[config.mk]
export PLATFORM = sky130hd
export DESIGN_NAME = sorted_list_insert
export DESIGN_NICKNAME = d
export VERILOG_FILES = /design/src/hdl/sli_pkg.sv /design/src/hdl/sli_cell.sv /design/src/hdl/sorted_list_insert.sv
export SDC_FILE = /design/constraint.sdc
export NUM_CORES = 2
export LEC_CHECK = 0
export ABC_AREA = 1
export BUFFER_PORTS_ARGS = -buffer_cell sky130_fd_sc_hd__buf_2
export CAP_MARGIN = 0
export CORE_MARGIN = 1
export CORE_UTILIZATION = 50
export CTS_CLUSTER_SIZE = 10
export DETAILED_ROUTE_END_ITERATION = 12
export GPL_ROUTABILITY_DRIVEN = 0
export PLACE_DENSITY_LB_ADDON = 0.12
export SYNTH_ARGS = -nofsm -noshare
export SYNTH_HDL_FRONTEND = slang
export SYNTH_SLANG_ARGS = --single-unit
export TNS_END_PERCENT = 100
[constraint.sdc]
create_clock -name clock -period 4.6 [get_ports clock]
set_input_delay 0.92 -clock clock [delete_from_list [all_inputs] [get_ports clock]]
set_output_delay 0.92 -clock clock [all_outputs]
set_load 0.05 [all_outputs]
[src/hdl/sli_pkg.sv]
// ----------------------------------------------------------------------------
// sli_pkg: shared types for the sorted list insert block
// Result kinds, opcodes, controller states and the control group sent to each cell.
// ----------------------------------------------------------------------------
package sli_pkg;

   localparam int DATA_W = 32;

   typedef enum logic [1:0] {
      KIND_INSERTED = 2'd0,
      KIND_FULL     = 2'd1,
      KIND_ELEMENT  = 2'd2,
      KIND_EMPTY    = 2'd3
   } kind_type;

   typedef enum logic {
      OP_INSERT = 1'b0,
      OP_DUMP   = 1'b1
   } opcode_type;

   typedef enum logic {
      ST_IDLE = 1'b0,
      ST_DUMP = 1'b1
   } state_type;

   // Control broadcast to every cell of the chain.
   typedef struct packed {
      logic                     insert;
      logic                     rotate;
      logic signed [DATA_W-1:0] value;
   } cell_ctrl_type;

endpackage

[src/hdl/sli_cell.sv]
// ----------------------------------------------------------------------------
// sli_cell: one slot of the sorted list
// Holds one value and its valid bit. On insert it either keeps its value,
// takes the new value, or takes its lower neighbor's value. On rotate it
// takes its upper neighbor's value, or the head value if it is the tail.
// ----------------------------------------------------------------------------
module sli_cell (
   input  logic                                clock,
   input  logic                                reset,
   input  sli_pkg::cell_ctrl_type              ctrl,
   input  logic signed [sli_pkg::DATA_W-1:0]   head_value,
   input  logic signed [sli_pkg::DATA_W-1:0]   prev_value,
   input  logic                                prev_valid,
   input  logic                                prev_match,
   input  logic signed [sli_pkg::DATA_W-1:0]   next_value,
   input  logic                                next_valid,
   output logic signed [sli_pkg::DATA_W-1:0]   value,
   output logic                                valid,
   output logic                                match
);

   logic signed [sli_pkg::DATA_W-1:0] value_ff, value_in;
   logic                              valid_ff, valid_in;

   // An empty slot counts as a match, so the insert point is the first
   // slot that is empty or holds a value not smaller than the new one.
   assign match = !valid_ff || (value_ff >= ctrl.value);

   always_comb begin
      value_in = value_ff;
      valid_in = valid_ff;
      if (ctrl.insert && match) begin
         if (prev_match) begin
            value_in = prev_value;
            valid_in = prev_valid;
         end else begin
            value_in = ctrl.value;
            valid_in = 1'b1;
         end
      end else if (ctrl.rotate && valid_ff) begin
         value_in = next_valid ? next_value : head_value;
      end
   end

   always_ff @(posedge clock) begin
      value_ff <= value_in;
      if (reset) begin
         valid_ff <= 1'b0;
      end else begin
         valid_ff <= valid_in;
      end
   end

   assign value = value_ff;
   assign valid = valid_ff;

endmodule

[src/hdl/sorted_list_insert.sv]
// ----------------------------------------------------------------------------
// sorted_list_insert: ascending list of signed values in a chain of cells
// Keeps up to CAPACITY values sorted; inserts new values and dumps in order.
// ----------------------------------------------------------------------------
// Usage:
// The request channel carries one beat per command. req_tuser is the opcode:
// insert places req_tdata in front of the first stored value that is not
// smaller; dump streams the whole list. The response channel returns the
// result beats: rsp_tuser is the result kind, rsp_tdata the stored value for
// dumped elements (zero otherwise), and rsp_tlast marks the final beat of a
// command.
// On an insert every cell compares its value with the new one at once and
// the cells at and above the insert point shift up by one. Its response
// appears in the cycle after the request beat, and back-to-back inserts
// are taken at one per cycle while the response register drains.
// A dump of N values first enters the dump state, then sends one beat per
// cycle while the receiver takes them. The chain rotates toward the head on
// each beat so that the head cell always shows the next value; after N
// beats the list is back in place. No request is taken during a dump. A full
// list answers an insert with a "full" beat and drops the value; an empty
// list answers a dump with one "empty" beat.
// Reset clears every valid bit and the entry count. When the receiver stalls,
// the response beat holds and the block stops taking requests or rotating.
// ----------------------------------------------------------------------------
module sorted_list_insert #(
   parameter int CAPACITY = 16
) (
   input  logic        clock,
   input  logic        reset,
   // Request channel.
   input  logic        req_tvalid,
   output logic        req_tready,
   input  logic [31:0] req_tdata,   // [31:0] new_value
   input  logic        req_tuser,   // [0] opcode
   // Response channel.
   output logic        rsp_tvalid,
   input  logic        rsp_tready,
   output logic [31:0] rsp_tdata,   // [31:0] out_value
   output logic [1:0]  rsp_tuser,   // [1:0] kind
   output logic        rsp_tlast
);

   // Wide enough to hold the count itself, which reaches CAPACITY.
   localparam int CW = $clog2(CAPACITY + 1);

   // Chain wiring.
   logic signed [sli_pkg::DATA_W-1:0] cell_value [CAPACITY];
   logic                              cell_valid [CAPACITY];
   logic                              cell_match [CAPACITY];
   sli_pkg::cell_ctrl_type            ctrl;

   // Controller state.
   sli_pkg::state_type                state_ff, state_in;
   logic [CW-1:0]                     count_ff, count_in;
   logic [CW-1:0]                     idx_ff, idx_in;

   // Response register.
   logic                              rsp_valid_ff, rsp_valid_in;
   sli_pkg::kind_type                 kind_ff, kind_in;
   logic [sli_pkg::DATA_W-1:0]        data_ff, data_in;
   logic                              last_ff, last_in;

   logic                              out_free;
   logic                              req_fire;
   logic                              is_full;
   logic                              is_final;

   // ------------------------------------------------------------------------
   // Cell chain. Each cell sees its lower neighbor for the insert shift and
   // its upper neighbor for the dump rotation; the head value is broadcast
   // so the tail can close the ring.
   // ------------------------------------------------------------------------
   for (genvar i = 0; i < CAPACITY; i++) begin : g_cell
      logic signed [sli_pkg::DATA_W-1:0] p_value, n_value;
      logic                              p_valid, p_match, n_valid;

      if (i == 0) begin : g_first
         assign p_value = '0;
         assign p_valid = 1'b0;
         assign p_match = 1'b0;
      end else begin : g_mid
         assign p_value = cell_value[i-1];
         assign p_valid = cell_valid[i-1];
         assign p_match = cell_match[i-1];
      end

      if (i == CAPACITY - 1) begin : g_last
         assign n_value = '0;
         assign n_valid = 1'b0;
      end else begin : g_inner
         assign n_value = cell_value[i+1];
         assign n_valid = cell_valid[i+1];
      end

      sli_cell u_cell (
         .clock      (clock),
         .reset      (reset),
         .ctrl       (ctrl),
         .head_value (cell_value[0]),
         .prev_value (p_value),
         .prev_valid (p_valid),
         .prev_match (p_match),
         .next_value (n_value),
         .next_valid (n_valid),
         .value      (cell_value[i]),
         .valid      (cell_valid[i]),
         .match      (cell_match[i])
      );
   end

   // ------------------------------------------------------------------------
   // Controller.
   // ------------------------------------------------------------------------
   assign out_free = !rsp_valid_ff || rsp_tready;
   assign is_full  = (count_ff == CW'(CAPACITY));
   assign is_final = (CW'(idx_ff + 1'b1) == count_ff);
   assign req_fire = req_tvalid && req_tready;

   always_comb begin
      state_in     = state_ff;
      count_in     = count_ff;
      idx_in       = idx_ff;
      rsp_valid_in = rsp_valid_ff && !rsp_tready;
      kind_in      = kind_ff;
      data_in      = data_ff;
      last_in      = last_ff;
      req_tready   = 1'b0;
      ctrl.insert  = 1'b0;
      ctrl.rotate  = 1'b0;
      ctrl.value   = req_tdata;

      unique case (state_ff)
         sli_pkg::ST_IDLE: begin
            req_tready = out_free;
            if (req_fire) begin
               if (req_tuser == sli_pkg::OP_INSERT) begin
                  rsp_valid_in = 1'b1;
                  data_in      = '0;
                  last_in      = 1'b1;
                  if (is_full) begin
                     kind_in = sli_pkg::KIND_FULL;
                  end else begin
                     kind_in     = sli_pkg::KIND_INSERTED;
                     ctrl.insert = 1'b1;
                     count_in    = CW'(count_ff + 1'b1);
                  end
               end else if (count_ff == '0) begin
                  rsp_valid_in = 1'b1;
                  kind_in      = sli_pkg::KIND_EMPTY;
                  data_in      = '0;
                  last_in      = 1'b1;
               end else begin
                  state_in = sli_pkg::ST_DUMP;
                  idx_in   = '0;
               end
            end
         end
         sli_pkg::ST_DUMP: begin
            if (out_free) begin
               rsp_valid_in = 1'b1;
               kind_in      = sli_pkg::KIND_ELEMENT;
               data_in      = cell_value[0];
               last_in      = is_final;
               ctrl.rotate  = 1'b1;
               idx_in       = CW'(idx_ff + 1'b1);
               if (is_final) begin
                  state_in = sli_pkg::ST_IDLE;
               end
            end
         end
         default: begin
            state_in = sli_pkg::ST_IDLE;
         end
      endcase
   end

   always_ff @(posedge clock) begin
      kind_ff <= kind_in;
      data_ff <= data_in;
      last_ff <= last_in;
      idx_ff  <= idx_in;
      if (reset) begin
         state_ff     <= sli_pkg::ST_IDLE;
         count_ff     <= '0;
         rsp_valid_ff <= 1'b0;
      end else begin
         state_ff     <= state_in;
         count_ff     <= count_in;
         rsp_valid_ff <= rsp_valid_in;
      end
   end

   assign rsp_tvalid = rsp_valid_ff;
   assign rsp_tdata  = data_ff;
   assign rsp_tuser  = kind_ff;
   assign rsp_tlast  = last_ff;

   // ------------------------------------------------------------------------
   // Assertions.
   // ------------------------------------------------------------------------

   // The entry count never passes the number of cells.
   a_count_range: assert property (@(posedge clock) disable iff (reset)
      count_ff <= CW'(CAPACITY))
      else $error("entry count exceeds capacity");

   // A dump is only in progress over a non-empty list, and takes no requests.
   a_dump_nonempty: assert property (@(posedge clock) disable iff (reset)
      (state_ff == sli_pkg::ST_DUMP) |-> (count_ff != '0) && !req_tready)
      else $error("dump running over an empty list or taking requests");

   // Non-element results carry zero data and close their command.
   a_single_beat: assert property (@(posedge clock) disable iff (reset)
      rsp_valid_ff && (kind_ff != sli_pkg::KIND_ELEMENT) |-> last_ff && (data_ff == '0))
      else $error("single-beat response malformed");

   // An accepted insert into a non-full list adds exactly one entry.
   a_insert_count: assert property (@(posedge clock) disable iff (reset)
      req_fire && (req_tuser == sli_pkg::OP_INSERT) && !is_full
      |=> count_ff == CW'($past(count_ff) + 1'b1))
      else $error("insert did not grow the list by one");

endmodule
Word level (Yosys, flattened, before mapping)
Index checks and enable logic that the tools add are counted.
Widths: inputs -> output; s select.

storage, ports and cells
  input bits = 37
  flip-flop bits (word level) = 575
  logic and storage cells = 274

operators by class
  $lt $le $gt $ge = 16
  reductions and logical operators = 91
  $add $sub $neg = 2
  mux-type cells = 116
  bitwise logic cells = 3
  eq/ne operators = 7

operator list
  operator             number
  $mux 32              66
  $ge 32x32->1         16
  $pmux 32 s2          1
  $mux 1               36
  $logic_and 1x1->1    34
  $reduce_bool 2->1    17
  $mux 5               4
  $logic_not 1->1      18
  $logic_or 1x1->1     17
  $add 5x1->5 const B  2
  $pmux 5 s2           1
  $mux 2               4
  $reduce_and 4->1     2
  $ne 2x2->1 const B   3
  $pmux 1 s2           3
  $eq 5x5->1           1
  $eq 5x5->1 const B   1
  $logic_not 5->1      1
  $pmux 2 s2           1
  $ne 3x3->1 const B   1
  $not 1->1            3
  $reduce_and 3->1     1
  $ne 2x1->1 const B   1
  $reduce_and 2->1     1

Logic depth before layout (Yosys ltp)
  word-level depth = 9
  mapped depth = 21
  mapped depth without buffers = 19

Hierarchy
From an unflattened synthesis, not the netlist that was laid out.

unflattened totals
  cells, all modules = 6734
  area total of the unflattened synthesis = 51612.0 um^2

by module, submodules not included
  module                            instances  cells an instance  area each (um^2)
  sli_cell at g_cell[0].u_cell ...  15         408                3091.7
  sli_cell at g_cell[9].u_cell      1          406                3113.0
  sorted_list_insert                1          208                2123.3

Worst setup path before layout
Ideal clock, no wire load.

  kind = input to register
  from = input port req_tdata[23]
  to = register g_cell[6].u_cell.value_ff (netlist bit g_cell[6].u_cell.value[0]) (enable)
  cell stages on the path = 14
  arrival time = 4.233 ns
  path slack = -0.291 ns
  data required time = 3.942 ns
  path buffers = 3
  cell sequence = clkbuf_1 clkbuf_1 inv_1 ha_1 nand2_1 nor2_1 nand4_1 nor3b_2 nand2_1 nand3_1 nand3_2 nand2_2 buf_2 o21ai_0

on the way
  longest elaborated chain between the ends = 4

ends and longest elaborated chain
  what                         line                      text
  from (decl)                  sorted_list_insert.sv:33  input logic [31:0] req_tdata,
  $ge 32x32->1                 sli_cell.sv:27            assign match = !valid_ff || (value_ff >= ctrl.value);
  $logic_or 1x1->1             sli_cell.sv:27
  $logic_and 1x1->1            sli_cell.sv:32            if (ctrl.insert && match) begin
  $reduce_bool 2->1 (no line)  -
  to (signal assigned)         sli_cell.sv:46            value_ff <= value_in;
  to (decl)                    sli_cell.sv:22            logic signed [sli_pkg::DATA_W-1:0] value_ff, value_in;

Every way passes these cells.
A chain may end at the register's enable or synchronous reset.

Worst setup path after layout
  from = input port req_tdata[21]
  to = register g_cell[12].u_cell.value_ff (netlist bit g_cell[12].u_cell.value[9]) (data pin)

on the way
  longest elaborated chain between the ends = 4
  elaborated cells on any way between the ends = 7
  those cells by class = order compare (2); mux (2); reduce/logical (3)

ends and longest elaborated chain
  what                                          line
  $ge 32x32->1                                  sli_cell.sv:27
  $logic_or 1x1->1                              sli_cell.sv:27
  $mux 32 or $logic_and 1x1->1 (tied branches)  sli_cell.sv:33, sli_cell.sv:32
  $mux 32 (*)                                   sli_cell.sv:32
  net g_cell[12].u_cell.value_in (one bit)      sli_cell.sv:22
  to (signal assigned)                          sli_cell.sv:46
  to (decl)                                     sli_cell.sv:22

The timed path passes the listed nets; every way through them passes the cells marked *.

==> flow_summary.json <==
{
  "nets": 7465,
  "syn-cell-area_sq_um": 49000,
  "finalInstanceArea_sq_um": 53000,
  "routed_via_density": 6.21,
  "tritoncts": "built",
  "core_sq_um": 96900,
  "wl_mm": 208,
  "tightest_slew_ns": 1.42,
  "fmax_ghz": 0.249,
  "finalPower_mw": 17.8,
  "die_h_um": 315,
  "grt_overflow": 0,
  "ir_drop_uv": 241,
  "post-route-min-period_ns": 4.02,
  "slew_headroom_pct": 5.07,
  "pin_count": 74,
  "worstPathMaxFanout": 33,
  "worstPathArrival_ns": 4.55,
  "endpoint_kind": "flop",
  "cp_data_required_time_ns": 5.13,
  "dieArea_sq_um": 99200,
  "power.density_nw_per_um2": 335,
  "numClockSinks": 575,
  "grt_max_degree": 68,
  "drt_iter0_markers": 6746,
  "track_usage_pct": 41.0,
  "status": "complete, but fails checks",
  "clockBufferDepth": 3,
  "io_buffers": 73,
  "drive_gt1_share_pct": 6.99,
  "leakage_nw": 25.6,
  "maxSlewViolCount": 0,
  "cap_violations": 0,
  "yosysWarnings": 0,
  "syn_inst": 7034,
  "fp.dieW_um": 315,
  "vias": 51200,
  "rows": 114,
  "grt_antenna_before_repair": 15,
  "finClkSkew_ns": 0.0251,
  "initial_core_util_pct": 50.5,
  "timing.final.crit_share_pct": 87.5,
  "path_clk_slew_ns": 0.06,
  "htree_levels": 3,
  "finalHoldViolations": 0,
  "drc_errors": 16,
  "slowest_stage": "buf_2",
  "wl_met3_mm": 26.8,
  "grt_setup_unrepaired": "no",
  "numCtsBuffers": 73,
  "cp-start-kind": "input port",
  "top_layer_used": "met5",
  "cts_hold_buf": 0,
  "clockRootBuffer": "clkbuf_16",
  "setup_slack_ns": 0.577,
  "drtPass1Iterations": 11,
  "syn_area_per_cell_sq_um": 6.96,
  "grt_pass1_wl_mm": 299,
  "netlist-cell-type-count": 33,
  "yosysSeqAreaShare_pct": 34.8,
  "hold_class": "flop to flop",
  "antenna_left": 0,
  "wire_per_inst_um": 25.2,
  "clock_latency_ns": 0.67,
  "critical_path_class": "input port to flop",
  "grt_pass1_vias": 47400,
  "yosys_register_bits": 575,
  "dpl_cell_area_sq_um": 50800,
  "hold_ws_ns": 0.528,
  "setup_viol": 0,
  "critPathMostFrequentCell": "nand2_1",
  "met1_length_mm": 74.5,
  "cpPeakStageDelay_ns": 0.60,
  "area_delta_synth_final_pct": 8.34,
  "hpwlAfterDp_mm": 143,
  "crit_chain": "buf_2, inv_1, buf_4, ha_1, nand2_1, nor2_1, nor3b_2, nand4_1, nand2_1, inv_2, nand3_2, nand2_2, buf_4, inv_2, nand2_1, nand2_1",
  "syn_nets": 7586,
  "nFillCells": 9592,
  "cts_resized": 0,
  "dr_wl_met2_mm": 90.2,
  "place_ws_ns": 0.132,
  "fin_tns_setup_ns": 0,
  "cts_setup_buffers": 0,
  "failed_checks": "DRC"
}
flip-flops by register name, indices dropped and copies added, names as in the netlist:
register             flops
rsp_tuser                2
count_ff                 5
g_cell.u_cell.value    512
rsp_tdata               32
g_cell.u_cell.valid     16
state_ff                 1
rsp_tlast                1
idx_ff                   5
rsp_tvalid               1
placed cells by master (no fill, tap or decap), types with 64 or more instances in the layout:
cell       Yosys  routed
nand2_1     3490    3490
edfxtp_1     552     552
o21ai_0      539     525
nand4_1      516     516
ha_1         515     515
inv_1        306     306
a21oi_1      227     221
buf_4         22     193
nor2_1       157     156
clkbuf_16      0      74
buf_2        123      73
nand3_1       64      64
report_power, final:
part	switching, mW	internal [mW]	total [mW]
combinational	3.74	1.51	5.25
clock	2.46	3.12	5.58
sequential	0.516	6.43	6.94
synthesized netlist by cell type:
| cell | n | share of area (%) |
|---|---|---|
| a21boi_1 | 1 | 0.015 |
| a21o_1 | 16 | 0.25 |
| a21oi_1 | 227 | 2.3 |
| a31oi_1 | 8 | 0.10 |
| a41oi_1 | 1 | 0.018 |
| buf_1 | 34 | 0.26 |
| buf_2 | 123 | 1.3 |
| buf_4 | 22 | 0.34 |
| clkbuf_1 | 300 | 2.3 |
| clkbuf_2 | 1 | 0.010 |
| dfxtp_1 | 23 | 0.94 |
| edfxtp_1 | 552 | 34 |
| ha_1 | 515 | 13 |
| inv_1 | 306 | 2.3 |
| inv_2 | 17 | 0.13 |
| nand2_1 | 3490 | 27 |
| nand2_2 | 20 | 0.26 |
| nand2_4 | 2 | 0.046 |
| nand3_1 | 64 | 0.65 |
| nand3_2 | 22 | 0.45 |
| nand3_4 | 1 | 0.036 |
| nand4_1 | 516 | 6.6 |
| nor2_1 | 157 | 1.2 |
| nor3_1 | 16 | 0.16 |
| nor3b_2 | 6 | 0.15 |
| nor4_1 | 1 | 0.013 |
| nor4_2 | 3 | 0.077 |
| o21a_1 | 30 | 0.46 |
| o21ai_0 | 539 | 5.5 |
| o21ai_1 | 4 | 0.041 |
| o21bai_1 | 11 | 0.17 |
| xnor2_1 | 4 | 0.072 |
| xor2_1 | 2 | 0.036 |
final timing paths:
check,from,to,slack (ns),cells after the start
max,req_tdata[21],g_cell[12].u_cell.value[9],0.58,16
min,count_ff[3],count_ff[4],0.53,2
max reg2reg,g_cell[7].u_cell.value[31],g_cell[7].u_cell.value[19],1.24,13
min reg2reg,count_ff[3],count_ff[4],0.53,2
per-stage QoR:
| stage | cells | utilization, % |
|---|---|---|
| after floorplan | 7034 | - |
| after global placement | 8114 | 52.5 |
| after detailed placement | 8114 | 52.5 |
| after CTS | 8240 | 54.7 |
| after global routing | 8240 | 54.7 |
| final | 8248 | 54.8 |
metal layers:
metal | global-route usage [%] | vias up
met5 | 0.338 | -
met4 | 26.6 | 2
met3 | 11.6 | 881
met2 | 63.9 | 3214
met1 | 49.7 | 23800
li1 | - | 23300
worst max-delay path: cells and delay by family:
| kind | cells | cell delay [ns] |
|---|---|---|
| adder cells (fa/ha/maj) | 1 | 0.38 |
| buffers and inverters | 6 | 1.94 |
| AND/OR/NAND/NOR | 9 | 1.28 |
layout make-up:
class	instances	area (sq um)	area share (%)
Clock buffer	107	2000	3.76
Inverter	323	1210	2.29
Clock inverter	19	179	0.337
Antenna cell	8	20.0	0.0377
Timing Repair Buffer	284	2170	4.10
Sequential cell	575	17100	32.2
Multi-Input combinational cell	5656	28800	54.3
Tap cell	1276	1600	3.01
cells by family after synthesis:
family / share of synthesized area, %
AO/OA/AOI/OAI: 8.88
AND/OR/NAND/NOR: 36.4
buffers and inverters: 6.64
adder cells (fa/ha/maj): 13.2
flip-flops: 34.8
XOR/XNOR: 0.107
(Power assumes the default switching activity.)
